## src/rtl/ncq_pkg.sv

```systemverilog
// Shared types, constants and weight tables for the Newton-Cotes quadrature engine.
package ncq_pkg;

   localparam int MAX_SEGMENTS = 4096;
   localparam int SEG_W        = 13;
   localparam int X_W          = 24;
   localparam int AREA_W       = 64;
   localparam int RULE_W       = 3;

   localparam logic [RULE_W-1:0] RULE_LEFT    = 3'd0;
   localparam logic [RULE_W-1:0] RULE_MID     = 3'd1;
   localparam logic [RULE_W-1:0] RULE_RIGHT   = 3'd2;
   localparam logic [RULE_W-1:0] RULE_TRAP    = 3'd3;
   localparam logic [RULE_W-1:0] RULE_SIMPSON = 3'd4;
   localparam logic [RULE_W-1:0] RULE_S38     = 3'd5;
   localparam logic [RULE_W-1:0] RULE_BOOLE   = 3'd6;
   localparam logic [RULE_W-1:0] RULE_BAD     = 3'd7;

   // divider handshake
   typedef struct packed {
      logic        start;
      logic [63:0] dividend;
      logic [19:0] divisor;
   } div_req_type;

   typedef struct packed {
      logic        done;
      logic [63:0] quotient;
      logic [19:0] remainder;
   } div_rsp_type;

   // weight of sample point j (twelfths 0,3,4,6,8,9,12) for a rule
   function automatic logic [3:0] ncq_wtab(input logic [RULE_W-1:0] r, input int j);
      logic [3:0] w;
      w = 4'd0;
      unique case (r)
         RULE_LEFT:    w = (j == 0) ? 4'd1 : 4'd0;
         RULE_MID:     w = (j == 3) ? 4'd1 : 4'd0;
         RULE_RIGHT:   w = (j == 6) ? 4'd1 : 4'd0;
         RULE_SIMPSON: w = (j == 0 || j == 6) ? 4'd1 : ((j == 3) ? 4'd4 : 4'd0);
         RULE_S38:     w = (j == 0 || j == 6) ? 4'd1 :
                           ((j == 2 || j == 4) ? 4'd3 : 4'd0);
         RULE_BOOLE:   w = (j == 0 || j == 6) ? 4'd7 :
                           ((j == 3) ? 4'd12 : 4'd0);
         default:      w = (j == 0 || j == 6) ? 4'd1 : 4'd0;
      endcase
      return w;
   endfunction

   // Boole weight 32 does not fit 4 bits: handled separately
   function automatic logic [5:0] ncq_weight(input logic [RULE_W-1:0] r,
                                             input logic [3:0] m,
                                             input logic first, input logic last);
      logic [5:0] w;
      w = 6'd0;
      unique case (m)
         4'd0: begin
            if (!last) w = w + {2'b0, ncq_wtab(r, 0)};
            if (!first) w = w + {2'b0, ncq_wtab(r, 6)};
         end
         4'd3:  w = (r == RULE_BOOLE) ? 6'd32 : {2'b0, ncq_wtab(r, 1)};
         4'd4:  w = {2'b0, ncq_wtab(r, 2)};
         4'd6:  w = {2'b0, ncq_wtab(r, 3)};
         4'd8:  w = {2'b0, ncq_wtab(r, 4)};
         4'd9:  w = (r == RULE_BOOLE) ? 6'd32 : {2'b0, ncq_wtab(r, 5)};
         default: w = 6'd0;
      endcase
      return w;
   endfunction

   function automatic logic [6:0] ncq_divisor(input logic [RULE_W-1:0] r);
      logic [6:0] d;
      unique case (r)
         RULE_LEFT, RULE_MID, RULE_RIGHT: d = 7'd1;
         RULE_SIMPSON: d = 7'd6;
         RULE_S38:     d = 7'd8;
         RULE_BOOLE:   d = 7'd90;
         default:      d = 7'd2;
      endcase
      return d;
   endfunction

endpackage

```

## src/rtl/ncq_div.sv

```systemverilog
// Radix-2 restoring divider, 64-bit dividend by 20-bit divisor, one bit per cycle.
module ncq_div (
   input  logic                clock,
   input  logic                reset,
   input  ncq_pkg::div_req_type req,
   output ncq_pkg::div_rsp_type rsp
);
   import ncq_pkg::*;

   logic [63:0] quo_ff, quo_in;
   logic [19:0] rem_ff, rem_in;
   logic [19:0] dsr_ff, dsr_in;
   logic [6:0]  cnt_ff, cnt_in;
   logic        busy_ff, busy_in;
   logic        done_ff, done_in;
   logic [20:0] trial;
   logic [20:0] diff;

   // one quotient bit per cycle
   always_comb begin
      quo_in  = quo_ff;
      rem_in  = rem_ff;
      dsr_in  = dsr_ff;
      cnt_in  = cnt_ff;
      busy_in = busy_ff;
      done_in = 1'b0;
      trial   = {rem_ff, quo_ff[63]};
      diff    = trial - {1'b0, dsr_ff};
      if (req.start) begin
         quo_in  = req.dividend;
         rem_in  = '0;
         dsr_in  = req.divisor;
         cnt_in  = '0;
         busy_in = 1'b1;
      end else if (busy_ff) begin
         if (trial >= {1'b0, dsr_ff}) begin
            rem_in = diff[19:0];
            quo_in = {quo_ff[62:0], 1'b1};
         end else begin
            rem_in = trial[19:0];
            quo_in = {quo_ff[62:0], 1'b0};
         end
         cnt_in = cnt_ff + 7'd1;
         if (cnt_ff == 7'd63) begin
            busy_in = 1'b0;
            done_in = 1'b1;
         end
      end
   end

   always_ff @(posedge clock) begin
      if (reset) begin
         busy_ff <= 1'b0;
         done_ff <= 1'b0;
         cnt_ff  <= '0;
      end else begin
         busy_ff <= busy_in;
         done_ff <= done_in;
         cnt_ff  <= cnt_in;
      end
      quo_ff <= quo_in;
      rem_ff <= rem_in;
      dsr_ff <= dsr_in;
   end

   assign rsp.done      = done_ff;
   assign rsp.quotient  = quo_ff;
   assign rsp.remainder = rem_ff;

endmodule

```

## config.mk

```make
export PLATFORM = sky130hd
export DESIGN_NAME = ncq_div
export DESIGN_NICKNAME = d
export VERILOG_FILES = /design/src/rtl/ncq_pkg.sv /design/src/rtl/ncq_div.sv
export SDC_FILE = /design/constraint.sdc
export NUM_CORES = 1
export LEC_CHECK = 0
export BUFFER_PORTS_ARGS = -buffer_cell sky130_fd_sc_hd__buf_2
export CELL_PAD_IN_SITES_DETAIL_PLACEMENT = 1
export CELL_PAD_IN_SITES_GLOBAL_PLACEMENT = 1
export CORE_UTILIZATION = 37
export DETAILED_ROUTE_END_ITERATION = 10
export PLACE_DENSITY = 0.83
export SLEW_MARGIN = 20
export SYNTH_ARGS = -nofsm -noshare
export SYNTH_HDL_FRONTEND = slang
export SYNTH_SLANG_ARGS = --single-unit
export TNS_END_PERCENT = 50
```

## constraint.sdc

```tcl
create_clock -name clock -period 2.15 [get_ports clock]
set_input_delay 0.1075 -clock clock [delete_from_list [all_inputs] [get_ports clock]]
set_output_delay 0.1075 -clock clock [all_outputs]
set_load 0.01 [all_outputs]
```

==> qor.log, run 1 <==
INFO  finish         layout-area-overhead-vs-synth=61.0%
INFO  finish         antennaDiodeCount=0
INFO  floorplanning  core_region_area=15300um2
INFO  synth          seq_area_frac_synth=0.533
INFO  synth          top_cells_by_count_synth=edfxtp_1, mux2_2, nor2_1, nand2_1, inv_1
INFO  detailed_routing drt_drc_violations_left=0
INFO  pwr            vdd_ir_max=0.000624V
INFO  worst_setup_path cp_slowest_stage_delay=380ps
INFO  worst_setup_path worstSetupStartpointType=flip-flop
INFO  detailed_routing routed_via_density=5.18
INFO  clock_network  root_buffer=clkbuf_16
INFO  global_route   grt_overflow=0
INFO  global_route   global_route_wire_length_before_repair=34000um
INFO  worst_setup_path crit-reg2reg-launch=dsr_ff[4]
INFO  detailed_routing vias=5442
INFO  outcome        outcome=finished, violations left
INFO  detailed_routing wire_per_inst=21.5um
INFO  synth          yosys_register_bits=113
INFO  sta            tightestPinTransition=533ps
INFO  pwr            power_per_cell_area=778nW/um2
INFO  finish         share_of_layout_cells_above_drive_strength_1=0.526
INFO  clock_network  tritoncts=built
INFO  floorplanning  design.portCount=172
INFO  sta            period_needed=2500ps
INFO  floorplanning  num_rows=45
INFO  sta            hold_ws=16.3ps
INFO  clock_network  cts_inserted_buffers=17
INFO  sta            setup_slack=-346ps
INFO  worst_setup_path cp.required=2470ps
INFO  sta            fmax=401MHz
INFO  synth          synth_cell_type_count=65
INFO  finish         finish.net_count=937
INFO  synth          synthTopCellsByArea=edfxtp_1, mux2_2, dfxtp_1
INFO  sta            report.final.slew_viol_count=0
INFO  placement      finalWeightedCongestion=0.881
INFO  synth          synth.yosys.warnings=0
INFO  sta            clock_skew=11.4ps
INFO  outcome        failed_checks=negative setup slack
INFO  floorplanning  fp.dieArea=16300um2
INFO  sta            grt_setup_unrepaired=yes
INFO  finish         fraction_of_the_core_area_covered_by_cells_at_the_end_of_the_flow=0.615
INFO  clock_network  clkSinkCount=113
INFO  worst_setup_path worstSetupPathType=flip-flop to flip-flop
INFO  worst_setup_path worst_setup_path_end_kind=flip-flop
INFO  floorplanning  initial_core_util=0.382
INFO  detailed_routing finalWirelength=22600um
INFO  detailed_routing firstDrtPassIters=4
INFO  placement      place_ws=-434ps
INFO  synth          synth.cell_area=5830um2
INFO  synth          number_of_flops_mapped_to_enable_cells_by_yosys=84
INFO  job            max_cap_viol_count=0
INFO  worst_setup_path worstSetupStartpoint=dsr_ff[4]
INFO  pwr            p_leak=4.07nW
INFO  placement      placement.io_buffers=171
INFO  synth          synthCells=478
INFO  detailed_routing drt_iter0_drc=221
INFO  detailed_routing number_of_nets_with_antenna_violations_after_routing=0
INFO  synth          yosysMostFrequentCell=edfxtp_1
INFO  global_route   grtUsageTotal=0.283
INFO  floorplanning  dieWidth=127um
INFO  worst_setup_path cp_cell_sequence=inv_2 > ha_4 > a21o_1 > or3_4 > o21ai_4 > o2bb2ai_4 > buf_6 > o311a_4 > buf_8 > nand2_2 > a311oi_2
INFO  sta            final-setup-viol-count=21
INFO  global_route   grt_antenna_before_repair=1
INFO  synth          synth_top_area_frac=0.433
INFO  global_route   number_of_global_route_vias_before_repair=6232
INFO  synth          yosysTopAreaCell=edfxtp_1
INFO  finish         num-fill-cells=1552
INFO  global_route   grt_max_degree=65
INFO  clock_network  worstSkewPairLatency=420ps
INFO  sta            post-route-period-util=1.16
INFO  worst_hold_path hold_start=req[79]
INFO  sta            max_slew_margin_vs_limit=0.644
INFO  synth          asyncSetResetFlopFracSynth=0
INFO  worst_setup_path family_with_the_most_delay_on_the_worst_path=compound AO/OA/AOI/OAI gates
INFO  synth          synth_area_per_cell=12.2um2
INFO  placement      dp_hpwl=13100um
INFO  worst_setup_path worst-path-buf-inv=3
INFO  sta            timing_hold_violations_final=0
INFO  worst_setup_path cp_slowest_cell=edfxtp_1
INFO  worst_setup_path max_fanout_on_critical_path=6
INFO  worst_setup_path critPathArrivalTime=2810ps
INFO  worst_hold_path holdCritPathClass=input port to flip-flop
INFO  clock_network  cts-root-to-sink-buffers=2
INFO  floorplanning  die_h=127um
INFO  clock_network  clock_tree.htree_level_count=4
INFO  synth          synth_ff_type=edfxtp_1
INFO  sta            fin_tns_setup=-5990ps
INFO  synth          postSynthNetCount=587
INFO  clock_network  worst_setup_hold_path_clk_slew=60ps
-- cell usage in the layout (no fill, tap or decap), types with 4 or more instances in the layout --
cell type      instances
dfxtp_1               27
ha_1                  11
a311oi_2               6
clkinv_2               4
nand2_1               24
o211ai_1               4
buf_6                  7
nand2_2                6
o21ai_0               17
a21oi_1               10
xnor2_1               12
a21o_1                 5
xor2_1                 5
edfxtp_1              84
buf_12                 4
nand3_1               13
dlygate4sd3_1         74
clkbuf_16             17
nand3b_1               6
nand4_1                5
nor2_1                30
mux2_2                64
buf_4                 99
ha_4                   8
inv_1                 26
buf_2                170
nor3_1                 6
-- metrics by stage --
step | cells | cell area (um2) | power [mW]
global route | 1050 | 9380 | 7.55
finish | 1050 | 9380 | 7.30
global placement | 927 | 7590 | 4.05
floorplan | 478 | 5860 | 3.45
CTS | 1046 | 9240 | 7.19
detailed placement | 927 | 7590 | 4.12
-- sequential cells by signal, summed over array words and instances, names as in the netlist --
name	cells
quo_ff	64
dsr_ff	20
rem_ff	20
cnt_ff	7
busy_ff	1
done_ff	1
-- cell families after synthesis --
logic type,share of synthesized area
compound gates,0.117
xor+xnor,0.0256
fa+ha+maj,0.0485
buf+inv,0.0397
flops,0.533
mux,0.131
simple gates,0.106
-- final cells by class --
class	instances	area (um2)	share of cell area
clock buffers	18	429	0.0458
clock inverters	12	144	0.0153
multi-input cells	311	2810	0.300
flip-flops and latches	113	3110	0.331
inverters	30	116	0.0124
repair buffers	355	2510	0.268
well taps	211	264	0.0282
-- power breakdown --
part	internal, mW	switching (mW)
sequential	2.58	0.126
clock	1.80	1.03
combinational	0.885	0.879
-- worst paths after layout --
path,to,cells after the start,slack [ps]
setup / recovery,rem_ff[4],11,-350
hold / removal,quo_ff[59],2,20
setup reg to reg,rem_ff[4],11,-350
hold reg to reg,cnt_ff[5],2,490
-- what timing repair did --
action / in CTS / in global routing
hold endpoints to repair: 74 / 0
buffers inserted: 15 / 5
hold buffers: 74 / 0
pin swaps: 27 / 26
endpoints found under the setup margin: 21 / 21
resized for setup: 39 / 26
-- layer usage --
metal,track usage,share of wire,up-vias
li1,-,-,2486
met1,0.288,0.36,2704
met2,0.531,0.55,205
met3,0.0825,0.058,47
met4,0.125,0.033,0
met5,0,0,-
No activity file was read; power rests on OpenSTA's default activity.
==> run 2, diff against run 1 <==
--- a/config.mk
+++ b/config.mk
@@ -5,12 +5,13 @@
 export SDC_FILE = /design/constraint.sdc
 export NUM_CORES = 1
 export LEC_CHECK = 0
+export ABC_AREA = 1
 export BUFFER_PORTS_ARGS = -buffer_cell sky130_fd_sc_hd__buf_2
 export CELL_PAD_IN_SITES_DETAIL_PLACEMENT = 1
 export CELL_PAD_IN_SITES_GLOBAL_PLACEMENT = 1
-export CORE_UTILIZATION = 37
+export CORE_UTILIZATION = 34
 export DETAILED_ROUTE_END_ITERATION = 10
-export PLACE_DENSITY = 0.83
+export PLACE_DENSITY = 0.82
 export SLEW_MARGIN = 20
 export SYNTH_ARGS = -nofsm -noshare
 export SYNTH_HDL_FRONTEND = slang
==> qor.log, run 2 <==
INFO  synth          synthTopCellsByArea=edfxtp_1, nand2_1, dfxtp_1
INFO  pwr            switching_share_of_power=0.267 [-0.0121]
INFO  worst_setup_path max_fanout_on_critical_path=5 [-1]
INFO  floorplanning  initial_core_util=0.351 [-0.0304]
INFO  sta            max_slew_margin_vs_limit=0.549 [-0.0957]
INFO  pwr            seqPwrFrac=0.406 [+0.035]
INFO  job            max_cap_viol_count=0 [unchanged]
INFO  global_route   global_route_wire_length_before_repair=34100um [+0.39%]
INFO  synth          seq_area_frac_synth=0.507 [-0.0257]
INFO  detailed_routing firstDrtPassIters=4 [unchanged]
INFO  pwr            vdd_ir_max=0.000506V [-19%]
INFO  detailed_routing drt_iter0_drc=338 [+53%]
INFO  synth          postSynthNetCount=874 [+49%]
INFO  global_route   grt_antenna_before_repair=1 [unchanged]
INFO  sta            post-route-period-util=0.931 [-0.230]
INFO  floorplanning  design.portCount=172 [unchanged]
INFO  detailed_routing vias=6156 [+13%]
INFO  placement      placed_cell_areas=7300um2 [-3.8%]
INFO  pwr            p_switching=1.74mW [-15%]
INFO  synth          top_cells_by_count_synth=nand2_1, inv_1, edfxtp_1, nand3_1, nor2_1
INFO  global_route   grt_max_degree=66 [+1.5%]
INFO  worst_setup_path cp.required=2280ps [-190 ps]
INFO  clock_network  worst_setup_hold_path_clk_slew=60ps [about the same]
INFO  clock_network  root_buffer=clkbuf_16
INFO  floorplanning  fp.dieArea=18500um2 [+14%]
INFO  floorplanning  die_h=136um [+6.8%]
INFO  placement      finalWeightedCongestion=0.898 [+1.9%]
INFO  worst_setup_path reg2regPathDepth=10 [-1]
INFO  sta            report.final.slew_viol_count=0 [unchanged]
INFO  pwr            internal-power=4.78mW [-9.2%]
INFO  sta            timing_hold_violations_final=0 [unchanged]
INFO  clock_network  clock_tree.htree_level_count=4 [unchanged]
INFO  synth          asyncSetResetFlopFracSynth=0 [unchanged]
INFO  synth          synthCells=765 [+60%]
INFO  placement      placement.io_buffers=171 [unchanged]
INFO  pwr            power_frac_comb=0.140 [-0.102]
INFO  placement      dp_hpwl=14000um [+6.6%]
INFO  worst_setup_path worstSetupPathType=flip-flop to flip-flop
INFO  outcome        outcome=finished, final reports clean
INFO  finish         final_common_cell=nand2_1
INFO  finish         layout-area-overhead-vs-synth=44.1%
INFO  finish         num-fill-cells=2145 [+38%]
INFO  clock_network  clkSinkCount=113 [unchanged]
INFO  worst_hold_path holdCritPathClass=input port to flip-flop
INFO  pwr            power_per_cell_area=739nW/um2 [-5.1%]
INFO  synth          yosys_register_bits=113 [unchanged]
INFO  detailed_routing routed_via_density=4.83 [-6.8%]
INFO  synth          synth.yosys.warnings=0 [unchanged]
INFO  finish         largest_register_ff_count=64 [unchanged]
INFO  floorplanning  dieWidth=136um [+6.8%]
INFO  sta            period_needed=2000ps [-495 ps]
INFO  worst_setup_path worstSetupStartpoint=rem_ff[9]
INFO  global_route   number_of_global_route_vias_before_repair=6512 [+4.5%]
INFO  synth          synth_ff_type=edfxtp_1
INFO  worst_hold_path min_delay_worst_endpoint=quo_ff[41]
INFO  detailed_routing finalWirelength=21900um [-3.2%]
INFO  synth          yosysTopAreaCell=edfxtp_1
INFO  sta            final-setup-viol-count=0 [-100%]
INFO  finish         most_used_cells_in_the_layout_excluding_fill_and_tap_cells=nand2_1, buf_2, inv_1
INFO  detailed_routing number_of_nets_with_antenna_violations_after_routing=0 [unchanged]
INFO  synth          synth_area_per_cell=8.00um2 [-34%]
INFO  global_route   grt_overflow=0 [unchanged]
INFO  sta            tightestPinTransition=677ps [+144 ps]
INFO  synth          synth_top_area_frac=0.412 [-0.0209]
INFO  worst_setup_path critPathArrivalTime=2130ps [-680 ps]
INFO  worst_setup_path reg2reg_slack=150ps [+490 ps]
INFO  finish         final_area=8820um2 [-5.9%]
INFO  detailed_routing drt_drc_violations_left=0 [unchanged]
INFO  synth          synth_cell_type_count=33 [-49%]
INFO  detailed_routing wire_per_inst=17.2um [-20%]
INFO  clock_network  worstSkewPairLatency=420ps [about the same]
INFO  worst_hold_path hold_start=req[61]
INFO  floorplanning  core_region_area=17400um2 [+14%]
INFO  clock_network  tritoncts=built
INFO  worst_setup_path reg_to_reg_endpoint=quo_ff[0]
INFO  sta            grt_setup_unrepaired=yes
INFO  finish         largest_registers_ranked_by_flip_flop_count=quo_ff x64, dsr_ff x20, rem_ff x20
INFO  sta            fmax=500MHz [+25%]
INFO  synth          yosysMostFrequentCell=nand2_1
INFO  finish         fraction_of_the_core_area_covered_by_cells_at_the_end_of_the_flow=0.506 [-0.108]
INFO  worst_hold_path worst_hold_path.num_cells=3 [+1]
INFO  finish         sequential_cell_area=3100um2 [about the same]
INFO  clock_network  cts_inserted_buffers=17 [unchanged]
INFO  worst_setup_path worst_setup_path_end_kind=flip-flop
INFO  worst_setup_path crit-reg2reg-launch=rem_ff[9]
INFO  clock_network  cts-root-to-sink-buffers=2 [unchanged]
INFO  sta            clock_skew=8.70ps [-2.74 ps]
INFO  finish         multi_input_area=2560um2 [-9.0%]
INFO  finish         finish.net_count=1144 [+22%]
INFO  synth          number_of_flops_mapped_to_enable_cells_by_yosys=84 [unchanged]
INFO  pwr            p_leak=4.49nW [+10%]
INFO  finish         registers.top_by_ff_count=quo_ff
INFO  finish         share_of_layout_cells_above_drive_strength_1=0.252 [-0.274]
INFO  worst_setup_path worstSetupStartpointType=flip-flop
INFO  global_route   grtUsageTotal=0.244 [-0.0385]
INFO  floorplanning  num_rows=48 [+6.7%]
INFO  synth          synth.cell_area=6120um2 [+5.1%]
INFO  pwr            clkPwrFrac=0.454 [+0.066]
## run 2: cell count changes after synthesis, sizes merged, moves of 4 or more
cell    previous run  this run
o211ai             4         0
xnor2             12         6
or3                4         0
a21o               5         0
a21oi             13        17
o311ai             4         0
nand2b             4         0
nand2             32       346
a32oi              5         0
a311oi             9         0
mux2              65         0
inv               30        99
nand3             15        57
## run 2: layout make-up
cell class,count,area share
Clock inverter,14,0.0204
Sequential cell,113,0.352
Antenna cell,1,0.000284
Tap cell,225,0.0319
Timing Repair Buffer,275,0.214
Inverter,101,0.0431
Multi-Input combinational cell,527,0.290
Clock buffer,18,0.0487
## run 2: how the worst max path moves through the flow
stage / to / slack, ps / cells past startpoint
4_1_cts: rem_ff[4] / 20 / 12
3_3_place_gp: rem_ff[16] / 30 / 13
3_5_place_dp: rem_ff[4] / 30 / 13
5_1_grt: rem_ff[17] / -20 / 15
6_report: quo_ff[0] / 150 / 10
2_1_floorplan: rem_ff[16] / 250 / 13
## run 2: worst max-delay path, stage by stage, from the launching register on
cell and delay (ps):
dfxtp_1 350, ha_1 380, nand2_2 120, inv_2 40
nand2_2 90, inv_1 60, a21oi_2 180, nand2_2 110
nand2_4 120, buf_4 170, a31oi_1 90
## run 2: per-stage QoR
step	worst slack (ps)	setup TNS [ps]	power, mW	instances	hold WS [ps]
6_report	149	0	6.52	1274	55.4
5_1_grt	-23.7	-42.6	6.75	1273	23.9
4_1_cts	15.3	0	6.52	1272	0.180
3_5_place_dp	25.8	0	3.43	1157	286
3_3_place_gp	32.4	0	3.40	1157	285
2_1_floorplan	255	0	3.05	765	206
## run 2: power by group through the flow
| stage | registers, mW | clock network (mW) | logic, mW |
|---|---|---|---|
| after floorplan | 2.72 | 0 | 0.330 |
| after global placement | 2.67 | 0 | 0.736 |
| after detailed placement | 2.67 | 0 | 0.755 |
| after CTS | 2.63 | 3.01 | 0.878 |
| after global routing | 2.66 | 3.09 | 0.997 |
| final | 2.64 | 2.96 | 0.914 |
## run 2: logic make-up after synthesis
family	synth area share
AOI/OAI and AO/OA	0.0325
buffers and inverters	0.0844
DFF	0.507
xor gates and xnor gates	0.0129
adders and majority gates	0.0462
and+or+nand+nor	0.317
## run 2: layer usage
metal	track usage	share of wire	vias up	routed length, um
met1	0.276	0.40	2932	8710
met4	0.0870	0.022	0	483
li1	-	-	2965	-
met3	0.0537	0.061	35	1330
met5	0	0	-	0
met2	0.446	0.52	224	11400
## run 2: repair_timing
action                                 in CTS  in global routing
pin swaps                                   0                  2
endpoints found under the hold margin      83                  0
buffers inserted                            0                  1
setup endpoints to repair                   1                 21
gates resized for setup                     1                 18
hold buffers                               83                  0
==> run 3, diff against run 2 <==
--- a/config.mk
+++ b/config.mk
@@ -12,6 +12,7 @@
 export CORE_UTILIZATION = 34
 export DETAILED_ROUTE_END_ITERATION = 10
 export PLACE_DENSITY = 0.82
+export RECOVER_POWER = 100
 export SLEW_MARGIN = 20
 export SYNTH_ARGS = -nofsm -noshare
 export SYNTH_HDL_FRONTEND = slang
==> qor.log, run 3 (synthesis gave the netlist of run 2 again) <==
INFO  sta            max_slew_margin_vs_limit=-0.00771 [-0.556]
INFO  detailed_routing firstDrtPassIters=5 [+1]
INFO  global_route   grt_antenna_before_repair=1 [unchanged]
INFO  sta            grt_setup_unrepaired=yes
INFO  worst_setup_path cp_slowest_stage_delay=390ps [about the same]
INFO  global_route   grtUsageTotal=0.244 [unchanged]
INFO  global_route   global_route_wire_length_before_repair=34100um [unchanged]
INFO  clock_network  worst_setup_hold_path_clk_slew=60ps [about the same]
INFO  placement      finalWeightedCongestion=0.898 [unchanged]
INFO  finish         most_used_cells_in_the_layout_excluding_fill_and_tap_cells=nand2_1, inv_1, clkbuf_1
INFO  global_route   number_of_global_route_vias_before_repair=6512 [unchanged]
INFO  floorplanning  core_region_area=17400um2 [unchanged]
INFO  global_route   globalRouteMet3Util=0.0537 [unchanged]
INFO  sta            tightestPinTransition=1510ps [+834 ps]
INFO  global_route   grt_overflow=0 [unchanged]
INFO  detailed_routing drt_drc_violations_left=0 [unchanged]
INFO  floorplanning  dieWidth=136um [unchanged]
INFO  outcome        failed_checks=max-capacitance violations, max-slew violations
INFO  finish         largest_register_ff_count=64 [unchanged]
INFO  worst_setup_path reg2regPathDepth=10 [unchanged]
INFO  clock_network  cts_inserted_buffers=17 [unchanged]
INFO  job            max_cap_viol_count=1 [+1]
INFO  floorplanning  num_rows=48 [unchanged]
INFO  finish         registers.top_by_ff_count=quo_ff
INFO  floorplanning  design.portCount=172 [unchanged]
INFO  detailed_routing finalWirelength=21900um [about the same]
INFO  global_route   grt_max_degree=66 [unchanged]
INFO  floorplanning  initial_core_util=0.351 [unchanged]
INFO  worst_setup_path cp_cell_sequence=ha_1 > nand2_2 > inv_2 > nand2_2 > inv_1 > a21oi_2 > nand2_2 > nand2_4 > buf_4 > a31oi_1
INFO  clock_network  clkSinkCount=113 [unchanged]
INFO  pwr            power_per_cell_area=748nW/um2 [+1.2%]
INFO  pwr            vdd_ir_max=0.000518V [+2.4%]
INFO  placement      placement.io_buffers=171 [unchanged]
INFO  worst_setup_path cp.required=2250ps [-30 ps]
INFO  worst_setup_path max_fanout_on_critical_path=5 [unchanged]
INFO  sta            report.final.slew_viol_count=31 [+31]
INFO  finish         num-fill-cells=2189 [+2.1%]
INFO  worst_hold_path worst_hold_path.num_cells=3 [unchanged]
INFO  sta            fmax=491MHz [-1.7%]
INFO  sta            post-route-period-util=0.947 [+0.0165]
INFO  worst_setup_path crit_path_most_repeated_cell=nand2_2
INFO  detailed_routing vias=6140 [-0.26%]
INFO  clock_network  root_buffer=clkbuf_16
INFO  worst_setup_path worst_setup_path_end_kind=flip-flop
INFO  worst_setup_path critPathArrivalTime=2140ps [about the same]
INFO  clock_network  clock_tree.htree_level_count=4 [unchanged]
INFO  sta            timing_hold_violations_final=0 [unchanged]
INFO  placement      dp_hpwl=14000um [unchanged]
INFO  global_route   global_route.peak_usage_layer=met2
INFO  worst_hold_path holdCritPathClass=input port to flip-flop
INFO  clock_network  worstSkewPairLatency=420ps [about the same]
INFO  pwr            p_leak=4.19nW [-6.6%]
INFO  finish         finish.net_count=1144 [unchanged]
INFO  finish         share_of_layout_cells_above_drive_strength_1=0.167 [-0.0849]
INFO  sta            clock_skew=6.94ps [-1.76 ps]
INFO  finish         layout-area-overhead-vs-synth=41.6%
INFO  sta            final-setup-viol-count=0 [unchanged]
INFO  finish         sequential_cell_area=3100um2 [unchanged]
INFO  outcome        outcome=finished, violations left
INFO  worst_setup_path worst-path-buf-inv=3 [unchanged]
INFO  finish         final_common_cell=nand2_1
INFO  finish         largest_registers_ranked_by_flip_flop_count=quo_ff x64, dsr_ff x20, rem_ff x20
INFO  floorplanning  die_h=136um [unchanged]
INFO  detailed_routing drt_iter0_drc=369 [+9.2%]
INFO  global_route   global_route.usage.met1=0.276 [unchanged]
INFO  finish         multi_input_area=2560um2 [unchanged]
INFO  clock_network  tritoncts=built
INFO  clock_network  cts-root-to-sink-buffers=2 [unchanged]
INFO  worst_setup_path worstSetupPathType=flip-flop to flip-flop
INFO  detailed_routing wire_per_inst=17.2um [about the same]
INFO  sta            period_needed=2040ps [+35.4 ps]
INFO  detailed_routing number_of_nets_with_antenna_violations_after_routing=0 [unchanged]
INFO  global_route   grt_use_met2=0.446 [unchanged]
INFO  detailed_routing routed_via_density=4.82 [-0.26%]
INFO  floorplanning  fp.dieArea=18500um2 [unchanged]
INFO  worst_setup_path cp_num_cells=10 [unchanged]
INFO  sta            hold_ws=47.4ps [-7.98 ps]
INFO  worst_setup_path cp_slowest_cell=ha_1
INFO  worst_setup_path family_with_the_most_delay_on_the_worst_path=simple AND/OR/NAND/NOR gates
INFO  worst_setup_path worstSetupStartpointType=flip-flop
INFO  pwr            finalPower=6.48mW [-0.61%]
run 3: changes by cell type in the layout (fill, tap and decap cells not counted), sizes merged:
cell,before,now
buf,192,100
clkbuf,18,110
run 3: worst register-to-register path: stages (launching register included):
cell and delay (ps):
dfxtp_1 350, ha_1 390, nand2_2 120, inv_2 50
nand2_2 90, inv_1 60, a21oi_2 180, nand2_2 110
nand2_4 120, buf_4 170, a31oi_1 100
run 3: cell type report:
cell class              count  area share
clock inverters            14      0.0208
inverters                 101      0.0439
repair buffers            275       0.200
clock buffers              18      0.0495
flip-flops and latches    113       0.358
diodes                      1    0.000289
multi-input cells         527       0.295
well taps                 225      0.0325
run 3: stage by stage:
step	setup slack (ps)	instance area, um2	instances	setup TNS (ps)	util
2_1_floorplan	255	6120	765	0	-
4_1_cts	15.3	8740	1272	0	0.502
6_report	113	8660	1274	0	0.497
3_3_place_gp	32.4	7300	1157	0	0.419
5_1_grt	-25.1	8660	1273	-64.5	0.497
3_5_place_dp	25.8	7300	1157	0	0.419
run 3: final timing paths:
path | from | to | slack [ps]
worst max-delay path | rem_ff[9] | quo_ff[0] | 110
worst max register to register | rem_ff[9] | quo_ff[0] | 110
worst min register to register | cnt_ff[2] | cnt_ff[2] | 490
worst min-delay path | req[61] | quo_ff[41] | 50
run 3: layer usage:
| layer | part of all wire | wire length (um) |
|---|---|---|
| met1 | 0.40 | 8810 |
| met2 | 0.52 | 11300 |
| met3 | 0.059 | 1300 |
| met4 | 0.021 | 461 |
| met5 | 0 | 0 |
run 3: timing repair:
| item | 4_1_cts | 5_1_grt |
|---|---|---|
| pin swaps | 0 | 2 |
| hold buffers | 83 | 0 |
| setup endpoints to repair | 1 | 21 |
| endpoints found under the hold margin | 83 | 0 |
| gates resized for setup | 1 | 18 |
| buffers inserted | 0 | 1 |
run 3: power by group:
| group | leakage (nW) | internal (mW) | total [mW] | switching, mW |
|---|---|---|---|---|
| registers | 1.09 | 2.55 | 2.65 | 0.102 |
| logic | 2.81 | 0.350 | 0.871 | 0.521 |
| clock network | 0.291 | 1.84 | 2.96 | 1.12 |
